File: src/hdl/rcd_pkg.sv
// rcd_pkg: types, constants and helpers shared by the frame decoder modules
// no dependencies

package rcd_pkg;

	localparam int HEAD_LEN        = 12;
	localparam int HEAD_IDX_W      = 4;
	localparam int COUNT_W         = 7;
	localparam int COUNT_MAX       = 127;
	localparam int MAX_FRAME_BYTES = 64;

	localparam logic [7:0] HDR_BYTE0   = 8'h03;
	localparam logic [7:0] HDR_BYTE1   = 8'h01;
	localparam logic [7:0] MARKER_BYTE = 8'h18;
	localparam logic [7:0] ID_MASK     = 8'hFC;
	localparam logic [7:0] YAW_ID_MASK = 8'hF8;

	localparam int STICK_CENTRE = 511;
	localparam int THR_OFFSET   = 424;

	// divide by 360: (mag*4096 + 180) >> 3 = mag*512 + 22, then / 45
	localparam int          STICK_BIAS  = 22;
	localparam int          STICK_SHIFT = 24;
	localparam logic [18:0] STICK_RECIP = 19'd372828;
	// divide by 400: (mag*4096 + 200) >> 4 = mag*256 + 12, then / 25
	localparam int          THR_BIAS    = 12;
	localparam int          THR_SHIFT   = 22;
	localparam logic [17:0] THR_RECIP   = 18'd167773;

	localparam int QW = 13;

	localparam int CFG_IDX_W  = 3;
	localparam int CFG_DATA_W = 15;

	typedef enum logic [CFG_IDX_W-1:0] {
		REG_THROTTLE_ID       = 3'd0,
		REG_ROLL_ID           = 3'd1,
		REG_PITCH_ID          = 3'd2,
		REG_YAW_ID            = 3'd3,
		REG_AUTO_ID           = 3'd4,
		REG_AUTO_THRESHOLD    = 3'd5,
		REG_THROTTLE_DEADBAND = 3'd6,
		REG_STICK_DEADBAND    = 3'd7
	} reg_idx_t;

	typedef enum logic [1:0] {
		YAW_ZERO = 2'b00,
		YAW_LOW  = 2'b01,
		YAW_MID  = 2'b10,
		YAW_HIGH = 2'b11
	} yaw_range_t;

	typedef struct packed {
		logic [7:0]  throttle_id;
		logic [7:0]  roll_id;
		logic [7:0]  pitch_id;
		logic [7:0]  yaw_id;
		logic [7:0]  auto_id;
		logic [9:0]  auto_threshold;
		logic [14:0] throttle_deadband;
		logic [14:0] stick_deadband;
	} cfg_t;

	typedef struct packed {
		logic [7:0] data_byte;
		logic       frame_end;
	} byte_item_t;

	typedef struct packed {
		logic signed [15:0] throttle_out;
		logic signed [15:0] roll_out;
		logic signed [15:0] pitch_out;
		logic signed [15:0] yaw_out;
		logic               aux_flag;
		logic               auto_flag;
		logic               sticks_idle;
		logic               frame_accepted;
	} result_t;

	// per channel update flags
	typedef struct packed {
		logic thr;
		logic roll;
		logic pitch;
		logic yaw;
		logic auto_ch;
	} match_t;

	typedef struct packed {
		logic thr;
		logic roll;
		logic pitch;
		logic yaw;
	} neg_t;

	typedef struct packed {
		logic        ok;
		match_t      hit;
		neg_t        neg;
		logic        auto_val;
		logic        aux_val;
		logic [17:0] m_thr;
		logic [18:0] m_roll;
		logic [18:0] m_pitch;
		logic [18:0] m_yaw;
	} prep_t;

	typedef struct packed {
		logic          ok;
		match_t        hit;
		neg_t          neg;
		logic          auto_val;
		logic          aux_val;
		logic [QW-1:0] q_thr;
		logic [QW-1:0] q_roll;
		logic [QW-1:0] q_pitch;
		logic [QW-1:0] q_yaw;
	} scaled_t;

	function automatic logic signed [15:0] dead_band(input logic signed [15:0] r,
			input logic [14:0] h);
		logic signed [16:0] rx;
		logic signed [16:0] hp;
		logic signed [16:0] hn;
		logic signed [16:0] res;
		rx = {r[15], r};
		hp = $signed({2'b00, h});
		hn = -hp;
		if (rx > hn && rx < hp) begin
			res = '0;
		end else if (rx > hp) begin
			res = rx - hp;
		end else if (rx < hn) begin
			res = rx + hp;
		end else begin
			res = rx;
		end
		return res[15:0];
	endfunction

	function automatic logic signed [15:0] apply_sign(input logic [QW-1:0] q,
			input logic neg);
		logic signed [15:0] v;
		v = $signed({3'b000, q});
		return neg ? -v : v;
	endfunction

endpackage

File: src/hdl/rcd_if.sv
// rcd_if: valid/ready stream interfaces for frame bytes and decoded results
// depends on rcd_pkg

interface rcd_byte_if;
	logic                valid;
	logic                ready;
	rcd_pkg::byte_item_t payload;

	modport source (output valid, output payload, input ready);
	modport sink (input valid, input payload, output ready);
endinterface

interface rcd_result_if;
	logic             valid;
	logic             ready;
	rcd_pkg::result_t payload;

	modport source (output valid, output payload, input ready);
	modport sink (input valid, input payload, output ready);
endinterface

File: src/hdl/rcd_cfg_regs.sv
// rcd_cfg_regs: configuration register file written through a plain write port
// depends on rcd_pkg

module rcd_cfg_regs (
	input  logic                               clk,
	input  logic                               arst_n,
	input  logic                               cfg_wr_en,
	input  logic [rcd_pkg::CFG_IDX_W-1:0]      cfg_index,
	input  logic [rcd_pkg::CFG_DATA_W-1:0]     cfg_wr_data,
	output rcd_pkg::cfg_t                      cfg
);

	rcd_pkg::cfg_t cfg_q;

	always_ff @(posedge clk or negedge arst_n) begin
		if (!arst_n) begin
			cfg_q.throttle_id       <= 8'd0;
			cfg_q.roll_id           <= 8'd4;
			cfg_q.pitch_id          <= 8'd8;
			cfg_q.yaw_id            <= 8'd24;
			cfg_q.auto_id           <= 8'd20;
			cfg_q.auto_threshold    <= 10'd180;
			cfg_q.throttle_deadband <= 15'd819;
			cfg_q.stick_deadband    <= 15'd205;
		end else if (cfg_wr_en) begin
			case (rcd_pkg::reg_idx_t'(cfg_index))
				rcd_pkg::REG_THROTTLE_ID:       cfg_q.throttle_id <= cfg_wr_data[7:0];
				rcd_pkg::REG_ROLL_ID:           cfg_q.roll_id <= cfg_wr_data[7:0];
				rcd_pkg::REG_PITCH_ID:          cfg_q.pitch_id <= cfg_wr_data[7:0];
				rcd_pkg::REG_YAW_ID:            cfg_q.yaw_id <= cfg_wr_data[7:0];
				rcd_pkg::REG_AUTO_ID:           cfg_q.auto_id <= cfg_wr_data[7:0];
				rcd_pkg::REG_AUTO_THRESHOLD:    cfg_q.auto_threshold <= cfg_wr_data[9:0];
				rcd_pkg::REG_THROTTLE_DEADBAND: cfg_q.throttle_deadband <= cfg_wr_data;
				rcd_pkg::REG_STICK_DEADBAND:    cfg_q.stick_deadband <= cfg_wr_data;
				default: begin
				end
			endcase
		end
	end

	assign cfg = cfg_q;

endmodule

File: src/hdl/rcd_frame_capture.sv
// rcd_frame_capture: input register, head byte store, byte count and frame checks
// produces the pre-scaled channel magnitudes for the last byte; depends on rcd_pkg, rcd_if

module rcd_frame_capture #(
	parameter int MAX_FRAME_BYTES = rcd_pkg::MAX_FRAME_BYTES
) (
	input  logic                 clk,
	input  logic                 arst_n,
	input  rcd_pkg::cfg_t        cfg,
	rcd_byte_if.sink             byte_in,
	output logic                 valid_s2,
	output rcd_pkg::prep_t       prep_s2,
	input  logic                 ready_dn
);

	logic                               valid_s1;
	rcd_pkg::byte_item_t                byte_s1;
	logic [7:0]                         head_q [rcd_pkg::HEAD_LEN];
	logic [rcd_pkg::COUNT_W-1:0]        count_q;
	logic [7:0]                         prev_q;

	logic                               s2_free;
	logic                               adv_s1;
	logic                               end_to_s2;
	logic [7:0]                         hv [rcd_pkg::HEAD_LEN];
	logic [rcd_pkg::COUNT_W-1:0]        len;
	logic                               ok;
	logic [9:0]                         v_roll;
	logic [9:0]                         v_pitch;
	logic [9:0]                         v_thr;
	logic [9:0]                         v_auto;
	logic signed [11:0]                 d_roll;
	logic signed [11:0]                 d_pitch;
	logic signed [11:0]                 d_thr;
	logic signed [11:0]                 a_roll;
	logic signed [11:0]                 a_pitch;
	logic signed [11:0]                 a_thr;
	logic [9:0]                         mag_yaw;
	logic                               yaw_pos;
	rcd_pkg::prep_t                     prep;

	assign s2_free      = !valid_s2 || ready_dn;
	assign adv_s1       = valid_s1 && (!byte_s1.frame_end || s2_free);
	assign end_to_s2    = adv_s1 && byte_s1.frame_end;
	assign byte_in.ready = !valid_s1 || adv_s1;

	always_ff @(posedge clk or negedge arst_n) begin
		if (!arst_n) begin
			valid_s1 <= 1'b0;
		end else if (byte_in.ready) begin
			valid_s1 <= byte_in.valid;
		end
	end

	always_ff @(posedge clk) begin
		if (byte_in.valid && byte_in.ready) begin
			byte_s1 <= byte_in.payload;
		end
	end

	// head store, written once for each head position of a frame
	always_ff @(posedge clk) begin
		if (adv_s1 && count_q < rcd_pkg::COUNT_W'(rcd_pkg::HEAD_LEN)) begin
			head_q[count_q[rcd_pkg::HEAD_IDX_W-1:0]] <= byte_s1.data_byte;
		end
	end

	always_comb begin
		for (int i = 0; i < rcd_pkg::HEAD_LEN; i++) begin
			hv[i] = (count_q == rcd_pkg::COUNT_W'(i)) ? byte_s1.data_byte : head_q[i];
		end
	end

	assign len = (count_q == rcd_pkg::COUNT_W'(rcd_pkg::COUNT_MAX)) ? count_q
		: count_q + 1'b1;

	always_ff @(posedge clk or negedge arst_n) begin
		if (!arst_n) begin
			count_q <= '0;
			prev_q  <= '0;
		end else if (adv_s1) begin
			count_q <= byte_s1.frame_end ? '0 : len;
			prev_q  <= byte_s1.data_byte;
		end
	end

	assign ok = len >= rcd_pkg::COUNT_W'(rcd_pkg::HEAD_LEN)
		&& len <= rcd_pkg::COUNT_W'(MAX_FRAME_BYTES)
		&& hv[0] == rcd_pkg::HDR_BYTE0 && hv[1] == rcd_pkg::HDR_BYTE1
		&& prev_q == rcd_pkg::MARKER_BYTE;

	assign v_roll  = {hv[2][1:0], hv[3]};
	assign v_auto  = {hv[4][1:0], hv[5]};
	assign v_pitch = {hv[6][1:0], hv[7]};
	assign v_thr   = {hv[10][1:0], hv[11]};

	assign d_roll  = $signed({2'b00, v_roll}) - 12'sd511;
	assign d_pitch = $signed({2'b00, v_pitch}) - 12'sd511;
	assign d_thr   = $signed({2'b00, v_thr}) - 12'sd424;
	assign a_roll  = d_roll[11] ? -d_roll : d_roll;
	assign a_pitch = d_pitch[11] ? -d_pitch : d_pitch;
	assign a_thr   = d_thr[11] ? -d_thr : d_thr;

	// yaw four-way range decode (zero, low, mid, high) on bits 10:9 of the 11 bit word
	always_comb begin
		case (rcd_pkg::yaw_range_t'(hv[8][2:1]))
			rcd_pkg::YAW_HIGH: begin
				mag_yaw = {hv[8][0], hv[9]};
				yaw_pos = 1'b1;
			end
			rcd_pkg::YAW_LOW: begin
				mag_yaw = 10'd255 - {2'b00, hv[9]};
				yaw_pos = 1'b0;
			end
			rcd_pkg::YAW_MID: begin
				mag_yaw = 10'd510 - {2'b00, hv[9]};
				yaw_pos = 1'b0;
			end
			default: begin
				mag_yaw = '0;
				yaw_pos = 1'b0;
			end
		endcase
	end

	always_comb begin
		prep.ok          = ok;
		prep.hit.thr     = (hv[10] & rcd_pkg::ID_MASK) == cfg.throttle_id;
		prep.hit.roll    = (hv[2] & rcd_pkg::ID_MASK) == cfg.roll_id;
		prep.hit.pitch   = (hv[6] & rcd_pkg::ID_MASK) == cfg.pitch_id;
		prep.hit.yaw     = (hv[8] & rcd_pkg::YAW_ID_MASK) == cfg.yaw_id;
		prep.hit.auto_ch = (hv[4] & rcd_pkg::ID_MASK) == cfg.auto_id;
		prep.neg.thr     = d_thr[11];
		prep.neg.roll    = d_roll[11];
		prep.neg.pitch   = !d_pitch[11];
		prep.neg.yaw     = yaw_pos;
		prep.auto_val    = !(v_auto > cfg.auto_threshold);
		prep.aux_val     = len != rcd_pkg::COUNT_W'(16);
		prep.m_thr       = {a_thr[9:0], 8'b0} + 18'(rcd_pkg::THR_BIAS);
		prep.m_roll      = {a_roll[9:0], 9'b0} + 19'(rcd_pkg::STICK_BIAS);
		prep.m_pitch     = {a_pitch[9:0], 9'b0} + 19'(rcd_pkg::STICK_BIAS);
		prep.m_yaw       = {mag_yaw, 9'b0} + 19'(rcd_pkg::STICK_BIAS);
	end

	always_ff @(posedge clk or negedge arst_n) begin
		if (!arst_n) begin
			valid_s2 <= 1'b0;
		end else if (s2_free) begin
			valid_s2 <= end_to_s2;
		end
	end

	always_ff @(posedge clk) begin
		if (end_to_s2) begin
			prep_s2 <= prep;
		end
	end

endmodule

File: src/hdl/rcd_scale.sv
// rcd_scale: rounded constant division of the channel magnitudes by reciprocal multiply
// depends on rcd_pkg

module rcd_scale (
	input  logic              clk,
	input  logic              arst_n,
	input  logic              valid_s2,
	input  rcd_pkg::prep_t    prep_s2,
	output logic              ready_s2,
	output logic              valid_s3,
	output rcd_pkg::scaled_t  scaled_s3,
	input  logic              ready_dn
);

	logic [35:0]      p_thr;
	logic [37:0]      p_roll;
	logic [37:0]      p_pitch;
	logic [37:0]      p_yaw;
	logic             load;
	rcd_pkg::scaled_t nxt;

	assign ready_s2 = !valid_s3 || ready_dn;
	assign load     = valid_s2 && ready_s2;

	assign p_thr   = prep_s2.m_thr * rcd_pkg::THR_RECIP;
	assign p_roll  = prep_s2.m_roll * rcd_pkg::STICK_RECIP;
	assign p_pitch = prep_s2.m_pitch * rcd_pkg::STICK_RECIP;
	assign p_yaw   = prep_s2.m_yaw * rcd_pkg::STICK_RECIP;

	always_comb begin
		nxt.ok       = prep_s2.ok;
		nxt.hit      = prep_s2.hit;
		nxt.neg      = prep_s2.neg;
		nxt.auto_val = prep_s2.auto_val;
		nxt.aux_val  = prep_s2.aux_val;
		nxt.q_thr    = p_thr[rcd_pkg::THR_SHIFT +: rcd_pkg::QW];
		nxt.q_roll   = p_roll[rcd_pkg::STICK_SHIFT +: rcd_pkg::QW];
		nxt.q_pitch  = p_pitch[rcd_pkg::STICK_SHIFT +: rcd_pkg::QW];
		nxt.q_yaw    = p_yaw[rcd_pkg::STICK_SHIFT +: rcd_pkg::QW];
	end

	always_ff @(posedge clk or negedge arst_n) begin
		if (!arst_n) begin
			valid_s3 <= 1'b0;
		end else if (ready_s2) begin
			valid_s3 <= valid_s2;
		end
	end

	always_ff @(posedge clk) begin
		if (load) begin
			scaled_s3 <= nxt;
		end
	end

endmodule

File: src/hdl/rcd_ref_update.sv
// rcd_ref_update: stored references, deadband and the result output register
// depends on rcd_pkg, rcd_if

module rcd_ref_update (
	input  logic              clk,
	input  logic              arst_n,
	input  rcd_pkg::cfg_t     cfg,
	input  logic              valid_s3,
	input  rcd_pkg::scaled_t  scaled_s3,
	output logic              ready_s3,
	rcd_result_if.source      result_out
);

	logic signed [15:0] thr_q;
	logic signed [15:0] roll_q;
	logic signed [15:0] pitch_q;
	logic signed [15:0] yaw_q;
	logic               aux_q;
	logic               auto_q;
	logic               out_valid_q;
	rcd_pkg::result_t   out_q;

	logic               load;
	logic               upd;
	logic signed [15:0] thr_n;
	logic signed [15:0] roll_n;
	logic signed [15:0] pitch_n;
	logic signed [15:0] yaw_n;
	logic               aux_n;
	logic               auto_n;
	rcd_pkg::result_t   res;

	assign ready_s3 = !out_valid_q || result_out.ready;
	assign load     = valid_s3 && ready_s3;
	assign upd      = scaled_s3.ok;

	always_comb begin
		thr_n   = (upd && scaled_s3.hit.thr)
			? rcd_pkg::apply_sign(scaled_s3.q_thr, scaled_s3.neg.thr) : thr_q;
		roll_n  = (upd && scaled_s3.hit.roll)
			? rcd_pkg::apply_sign(scaled_s3.q_roll, scaled_s3.neg.roll) : roll_q;
		pitch_n = (upd && scaled_s3.hit.pitch)
			? rcd_pkg::apply_sign(scaled_s3.q_pitch, scaled_s3.neg.pitch) : pitch_q;
		yaw_n   = (upd && scaled_s3.hit.yaw)
			? rcd_pkg::apply_sign(scaled_s3.q_yaw, scaled_s3.neg.yaw) : yaw_q;
		auto_n  = (upd && scaled_s3.hit.auto_ch) ? scaled_s3.auto_val : auto_q;
		aux_n   = upd ? scaled_s3.aux_val : aux_q;

		res.throttle_out   = rcd_pkg::dead_band(thr_n, cfg.throttle_deadband);
		res.roll_out       = rcd_pkg::dead_band(roll_n, cfg.stick_deadband);
		res.pitch_out      = rcd_pkg::dead_band(pitch_n, cfg.stick_deadband);
		res.yaw_out        = rcd_pkg::dead_band(yaw_n, cfg.stick_deadband);
		res.aux_flag       = aux_n;
		res.auto_flag      = auto_n;
		res.sticks_idle    = res.throttle_out == '0 && res.roll_out == '0
			&& res.pitch_out == '0 && res.yaw_out == '0 && !auto_n;
		res.frame_accepted = scaled_s3.ok;
	end

	always_ff @(posedge clk or negedge arst_n) begin
		if (!arst_n) begin
			thr_q   <= '0;
			roll_q  <= '0;
			pitch_q <= '0;
			yaw_q   <= '0;
			aux_q   <= 1'b0;
			auto_q  <= 1'b0;
		end else if (load) begin
			thr_q   <= thr_n;
			roll_q  <= roll_n;
			pitch_q <= pitch_n;
			yaw_q   <= yaw_n;
			aux_q   <= aux_n;
			auto_q  <= auto_n;
		end
	end

	always_ff @(posedge clk or negedge arst_n) begin
		if (!arst_n) begin
			out_valid_q <= 1'b0;
		end else if (ready_s3) begin
			out_valid_q <= valid_s3;
		end
	end

	always_ff @(posedge clk) begin
		if (load) begin
			out_q <= res;
		end
	end

	assign result_out.valid   = out_valid_q;
	assign result_out.payload = out_q;

endmodule

File: src/hdl/rc_receiver_frame_decoder.sv
// rc_receiver_frame_decoder: top level of the serial radio frame decoder
// depends on rcd_pkg, rcd_if, rcd_cfg_regs, rcd_frame_capture, rcd_scale, rcd_ref_update
//
// channel     dir  transfer                  payload
// byte_in     in   valid & ready             data_byte, frame_end
// result_out  out  valid & ready             four Q12 sticks, flags
// cfg port    in   cfg_wr_en (no handshake)  cfg_index, cfg_wr_data
//
// one byte per cycle unless stalled; a byte without frame_end only updates the capture stage
// a last byte reaches result_out via the input register, then registered stages in order:
// decode, reciprocal multiply, reference update into the output register
// stalls on result_out back up stage by stage; byte_in keeps taking bytes into free stages
// reset clears valids, count, previous byte and references; no clearing pass

module rc_receiver_frame_decoder #(
	parameter int MAX_FRAME_BYTES = rcd_pkg::MAX_FRAME_BYTES
) (
	input  logic                            clk,
	input  logic                            arst_n,
	input  logic                            cfg_wr_en,
	input  logic [rcd_pkg::CFG_IDX_W-1:0]   cfg_index,
	input  logic [rcd_pkg::CFG_DATA_W-1:0]  cfg_wr_data,
	rcd_byte_if.sink                        byte_in,
	rcd_result_if.source                    result_out
);

	rcd_pkg::cfg_t    cfg;
	logic             valid_s2;
	rcd_pkg::prep_t   prep_s2;
	logic             ready_s2;
	logic             valid_s3;
	rcd_pkg::scaled_t scaled_s3;
	logic             ready_s3;

	rcd_cfg_regs u_cfg (
		.clk         (clk),
		.arst_n      (arst_n),
		.cfg_wr_en   (cfg_wr_en),
		.cfg_index   (cfg_index),
		.cfg_wr_data (cfg_wr_data),
		.cfg         (cfg)
	);

	rcd_frame_capture #(
		.MAX_FRAME_BYTES (MAX_FRAME_BYTES)
	) u_capture (
		.clk      (clk),
		.arst_n   (arst_n),
		.cfg      (cfg),
		.byte_in  (byte_in),
		.valid_s2 (valid_s2),
		.prep_s2  (prep_s2),
		.ready_dn (ready_s2)
	);

	rcd_scale u_scale (
		.clk       (clk),
		.arst_n    (arst_n),
		.valid_s2  (valid_s2),
		.prep_s2   (prep_s2),
		.ready_s2  (ready_s2),
		.valid_s3  (valid_s3),
		.scaled_s3 (scaled_s3),
		.ready_dn  (ready_s3)
	);

	rcd_ref_update u_update (
		.clk        (clk),
		.arst_n     (arst_n),
		.cfg        (cfg),
		.valid_s3   (valid_s3),
		.scaled_s3  (scaled_s3),
		.ready_s3   (ready_s3),
		.result_out (result_out)
	);

endmodule
File: src/flat_wrapper.sv
// flat-port wrapper written by rule: the top's interface ports become plain ports
module rc_receiver_frame_decoder_flat 
#(
	parameter int MAX_FRAME_BYTES = rcd_pkg::MAX_FRAME_BYTES
)
  (clk, arst_n, cfg_wr_en, cfg_index, cfg_wr_data, byte_in_valid, byte_in_payload, byte_in_ready, result_out_valid, result_out_payload, result_out_ready);
  rcd_byte_if byte_in_i ();
  rcd_result_if result_out_i ();
  input  logic clk;
  input  logic arst_n;
  input  logic cfg_wr_en;
  input  logic [rcd_pkg::CFG_IDX_W-1:0] cfg_index;
  input  logic [rcd_pkg::CFG_DATA_W-1:0] cfg_wr_data;
  input wire logic [$bits(byte_in_i.valid)-1:0] byte_in_valid;
  input wire logic [$bits(byte_in_i.payload)-1:0] byte_in_payload;
  output wire logic [$bits(byte_in_i.ready)-1:0] byte_in_ready;
  output wire logic [$bits(result_out_i.valid)-1:0] result_out_valid;
  output wire logic [$bits(result_out_i.payload)-1:0] result_out_payload;
  input wire logic [$bits(result_out_i.ready)-1:0] result_out_ready;
  assign byte_in_i.valid = byte_in_valid;
  assign byte_in_i.payload = byte_in_payload;
  assign byte_in_ready = byte_in_i.ready;
  assign result_out_valid = result_out_i.valid;
  assign result_out_payload = result_out_i.payload;
  assign result_out_i.ready = result_out_ready;
  rc_receiver_frame_decoder #(.MAX_FRAME_BYTES(MAX_FRAME_BYTES)) u_core (.clk(clk), .arst_n(arst_n), .cfg_wr_en(cfg_wr_en), .cfg_index(cfg_index), .cfg_wr_data(cfg_wr_data), .byte_in(byte_in_i), .result_out(result_out_i));
endmodule
File: config.mk
export PLATFORM = sky130hd
export DESIGN_NAME = rc_receiver_frame_decoder_flat
export DESIGN_NICKNAME = d
export VERILOG_FILES = /design/src/hdl/rcd_pkg.sv /design/src/hdl/rcd_if.sv /design/src/hdl/rcd_cfg_regs.sv /design/src/hdl/rcd_frame_capture.sv /design/src/hdl/rcd_scale.sv /design/src/hdl/rcd_ref_update.sv /design/src/hdl/rc_receiver_frame_decoder.sv /design/src/flat_wrapper.sv
export SDC_FILE = /design/constraint.sdc
export NUM_CORES = 2
export LEC_CHECK = 0
export ABC_AREA = 1
export BUFFER_PORTS_ARGS = -buffer_cell sky130_fd_sc_hd__buf_2
export CORE_MARGIN = 2
export CORE_UTILIZATION = 45
export DETAILED_ROUTE_END_ITERATION = 8
export PLACE_DENSITY = 0.69
export RECOVER_POWER = 25
export SLEW_MARGIN = 20
export SYNTH_ARGS = -nofsm -noshare
export SYNTH_HDL_FRONTEND = slang
export SYNTH_SLANG_ARGS = --single-unit
File: constraint.sdc
create_clock -name clk -period 5.67 [get_ports clk]
set_input_delay 0.8505 -clock clk [delete_from_list [all_inputs] [get_ports clk]]
set_output_delay 0.8505 -clock clk [all_outputs]
set_load 0.005 [all_outputs]
==> impl_results.md <==
* DR vias at 34400
* Clk slew on worst S/H paths at 0.06 ns
* Synth Register Bits at 453
* CTS max path bufs at 3
* DR iter-0 viols at 2884
* P&R area growth vs syn at 9.62%
* Top FF cell, synth: edfxtp_1
* Internal at 11.7 mW
* Clock power share at 16.0%
* Reg2reg setup slack at 0.34 ns
* Post-synthesis async set-or-reset flop share at 36.4%
* Crit path DAT at 5.70 ns
* Syn Inst Count at 5110
* Hold WC Path Type: primary input to flop
* Post-synth EDFFs at 288
* Total gr overflow at 0
* Violated checks: capacitance limit, slew limit
* Crit-path slowest cell: fa_1
* RR Endpoint: u_core.u_scale.scaled_s3[51]
* Share of post-route cells with drive strength above 1 at 7.39%
* Die ar. at 97000 um^2
* Syn Area/Cell at 8.33 um^2
* CTS tree: built
* Peak supply drop at 0.275 mV
* Yosys top cell by area: edfxtp_1
* I/O Buffers at 101
* Slew Viols, Final at 168
* Post-route ant nets at 0
* # H-tree levels at 2
* P_sw at 10.6 mW
* Fill cell count at 8871
* Synth top cells by count: 1008 x nand2_1, 853 x inv_1, 612 x ha_1
* CTS Buf Count at 53
* Die span in x at 311 um
* Slew headroom at -101%
* WP depth at 22
* Last element of the critical path: u_core.u_scale.scaled_s3[51]
* Leak at 23.6 nW
* CP Class: flop to flop
* Worst skew pair latency at 0.63 ns
* Total Wirelength at 115000 um
* Syn Nets at 5941
* CP Capture Type: flop
* # diodes at 0
* Critical Path Max Stage Delay at 0.56 ns
* I/O pins at 102
* Chip Height at 311 um
* Register area share after synthesis at 30.1%
* Placer Congestion at 0.989
* GRT Total Usage at 23.5%
* CP Max Fanout at 4
* Antenna violations before repair at 0
* Synthesis Warnings at 0
* CP bufs+invs at 3
* Remaining DRCs at 0
* Most common cell in the netlist: nand2_1
* Sw frac at 47.6%
* Via density at 5.26
* Post-synth cell types at 70
* Endpoints failing setup at 0
* Critical R2R Launch: u_core.u_capture.prep_s2[70]
* TritonRoute pass-1 iters at 5
* Max Fclk at 188 MHz
* CP delay by family, top: adder cells
* Core Area at 93500 um^2
* CP most frequent cell: fa_1
* Overall power at 22.3 mW
* WL/cell at 17.6 um
* Starting Density at 45.5%
* PnR worst setup slack at 0.341 ns
* Setup TNS at 0 ns
* Post-route design area at 46600 um^2
* Crit path cell chain: ha_1 -> inv_2 -> fa_1 -> fa_1 -> fa_1 -> inv_1 -> fa_1 -> fa_1 -> ha_4 -> nand2_1 -> nor2_1 -> inv_1 -> o221ai_1 -> a21oi_1 -> o21bai_1 -> nand2_1 -> nand2_1 -> nand3_1 -> nand2_1 -> a21o_1 -> a21oi_1 -> xor2_1
* FP Rows at 112
* Top cells by area, synth: edfxtp_1 20%, ha_1 18%, nand2_1 8.9%
* Logic pwr share at 61.3%
* Vias in the first global route at 33300
* Status: complete, but fails checks
* CTS root buf: clkbuf_16
* Synth Cell Area at 42500 um^2
* Min Tclk post-route at 5.33 ns
* Post-synth top area share at 20.3%
* Hpwl dp at 92400 um
* Final hold violation count at 0
* Placed cell area at 44800 um^2
* Fin nets at 6077
* Worst clock skew at 0.0188 ns
* Path depth of the worst reg2reg path at 22
* Max_cap viols at 2
* Final Cycle Share at 94.0%
* Power share of the sequential group at 22.7%
* Sinks on Clock Net at 453
* First-pass GRT wire length at 182000 um
* Core Util, Final at 49.9%
* Critical Path RT at 6.04 ns
* Largest net degree at the start of global routing at 118
* Power Dens Cells at 478 nW/um^2
* Dpl ws at 0.239 ns
* Worst setup SP type: flop
* Worst-Margin Slew at 3.02 ns
* Worst setup path startpoint: u_core.u_capture.prep_s2[70]
## worst min path at each step
stage	from	endpoint	slack [ns]	depth (start not counted)
floorplan	u_core.u_capture.prep_s2[75]	u_core.u_scale.scaled_s3[52]	0.40	0
global placement	u_core.u_capture.prep_s2[84]	u_core.u_scale.scaled_s3[61]	0.40	0
detailed placement	u_core.u_capture.prep_s2[84]	u_core.u_scale.scaled_s3[61]	0.40	0
CTS	arst_n	u_core.u_capture.valid_s1	0.17	1
global route	byte_in_payload[1]	u_core.u_capture.byte_s1[1]	0.37	1
finish	byte_in_payload[4]	u_core.u_capture.byte_s1[4]	0.39	1
## worst reg2reg max path, cell delays in order (launching register included)
cell,delay [ns]
edfxtp_1,0.39
ha_1,0.34
inv_2,0.07
fa_1,0.54
fa_1,0.44
fa_1,0.49
inv_1,0.06
fa_1,0.56
fa_1,0.46
ha_4,0.31
nand2_1,0.06
nor2_1,0.10
inv_1,0.05
o221ai_1,0.18
a21oi_1,0.09
o21bai_1,0.24
nand2_1,0.07
nand2_1,0.09
nand3_1,0.07
nand2_1,0.09
a21o_1,0.15
a21oi_1,0.08
xor2_1,0.14
## per-layer routing
| metal | global-route usage, % | up-vias | routed length (um) |
|---|---|---|---|
| met5 | 0 | - | 0 |
| met4 | 6.69 | 0 | 3190 |
| met3 | 2.60 | 157 | 6360 |
| met2 | 38.7 | 933 | 52700 |
| met1 | 32.5 | 16300 | 52800 |
| li1 | - | 17100 | - |
## stage by stage
stage                     cells  hold slack, ns
after floorplan            5110           0.400
after global placement     6443           0.403
after detailed placement   6443           0.405
after CTS                  6543           0.171
after global routing       6545           0.374
final                      6545           0.393
## power groups by stage
stage / sequential [mW] / combinational (mW) / clock, mW
floorplan: 5.02 / 9.75 / 0
global placement: 5.10 / 13.3 / 0
detailed placement: 5.12 / 13.4 / 0
CTS: 5.06 / 13.5 / 3.64
global route: 5.15 / 15.5 / 3.77
finish: 5.06 / 13.7 / 3.57
## layout by cell type (no fill, tap or decap), drive strengths merged, types with 15 or more instances in the layout
cell / n
a31oi: 19
nand4: 93
xor2: 227
buf: 175
dfstp: 21
o21bai: 20
fa: 187
dfrtp: 144
clkbuf: 81
nand2: 1024
nor3: 44
inv: 879
o21a: 15
or2: 30
ha: 612
nand3: 249
clkinv: 24
xnor2: 57
nor2: 325
a21oi: 276
edfxtp: 288
o21ai: 379
## area by class of cell
cell class | count | area [um^2] | share of cell area (%)
flip-flops and latches | 453 | 12800 | 27.5
inverters | 880 | 3310 | 7.09
well taps | 1254 | 1570 | 3.36
repair buffers | 188 | 1140 | 2.45
clock buffers | 68 | 1490 | 3.20
clock inverters | 32 | 337 | 0.722
multi-input cells | 3670 | 26000 | 55.7
## kinds of logic (layout without fill, tap and decap cells)
| group | Yosys count | count (layout) | synth area share (%) |
|---|---|---|---|
| AND/OR/NAND/NOR | 1797 | 1797 | 18.2 |
| adder cells (fa/ha/maj) | 799 | 799 | 26.8 |
| flip-flops | 453 | 453 | 30.1 |
| AO/OA/AOI/OAI | 789 | 789 | 10.1 |
| XOR/XNOR | 284 | 284 | 5.85 |
| multiplexers | 1 | 1 | 0.0235 |
| buffers and inverters | 987 | 1168 | 8.93 |
## repair_timing
item / 4_1_cts / 5_1_grt
resized for setup: 0 / 7
hold endpoints to repair: 0 / 0
setup buffers: 0 / 1
endpoints found under the setup margin: 0 / 2
hold buffers: 0 / 0
## sequential cells by signal, summed over array words and instances, names as in the netlist, 7 cells and up
register and count:
u_core.u_update.pitch_q 16, u_core.u_capture.prev_q 8, u_core.u_scale.scaled_s3 64, u_core.u_capture.head_q 96
u_core.u_cfg.cfg 80, u_core.u_update.result_out.payload 68, u_core.u_update.roll_q 16, u_core.u_capture.count_q 7
u_core.u_update.thr_q 16, u_core.u_capture.prep_s2 51, u_core.u_capture.byte_s1 9, u_core.u_update.yaw_q 16
Note: power is estimated with default switching activity, not from simulation.
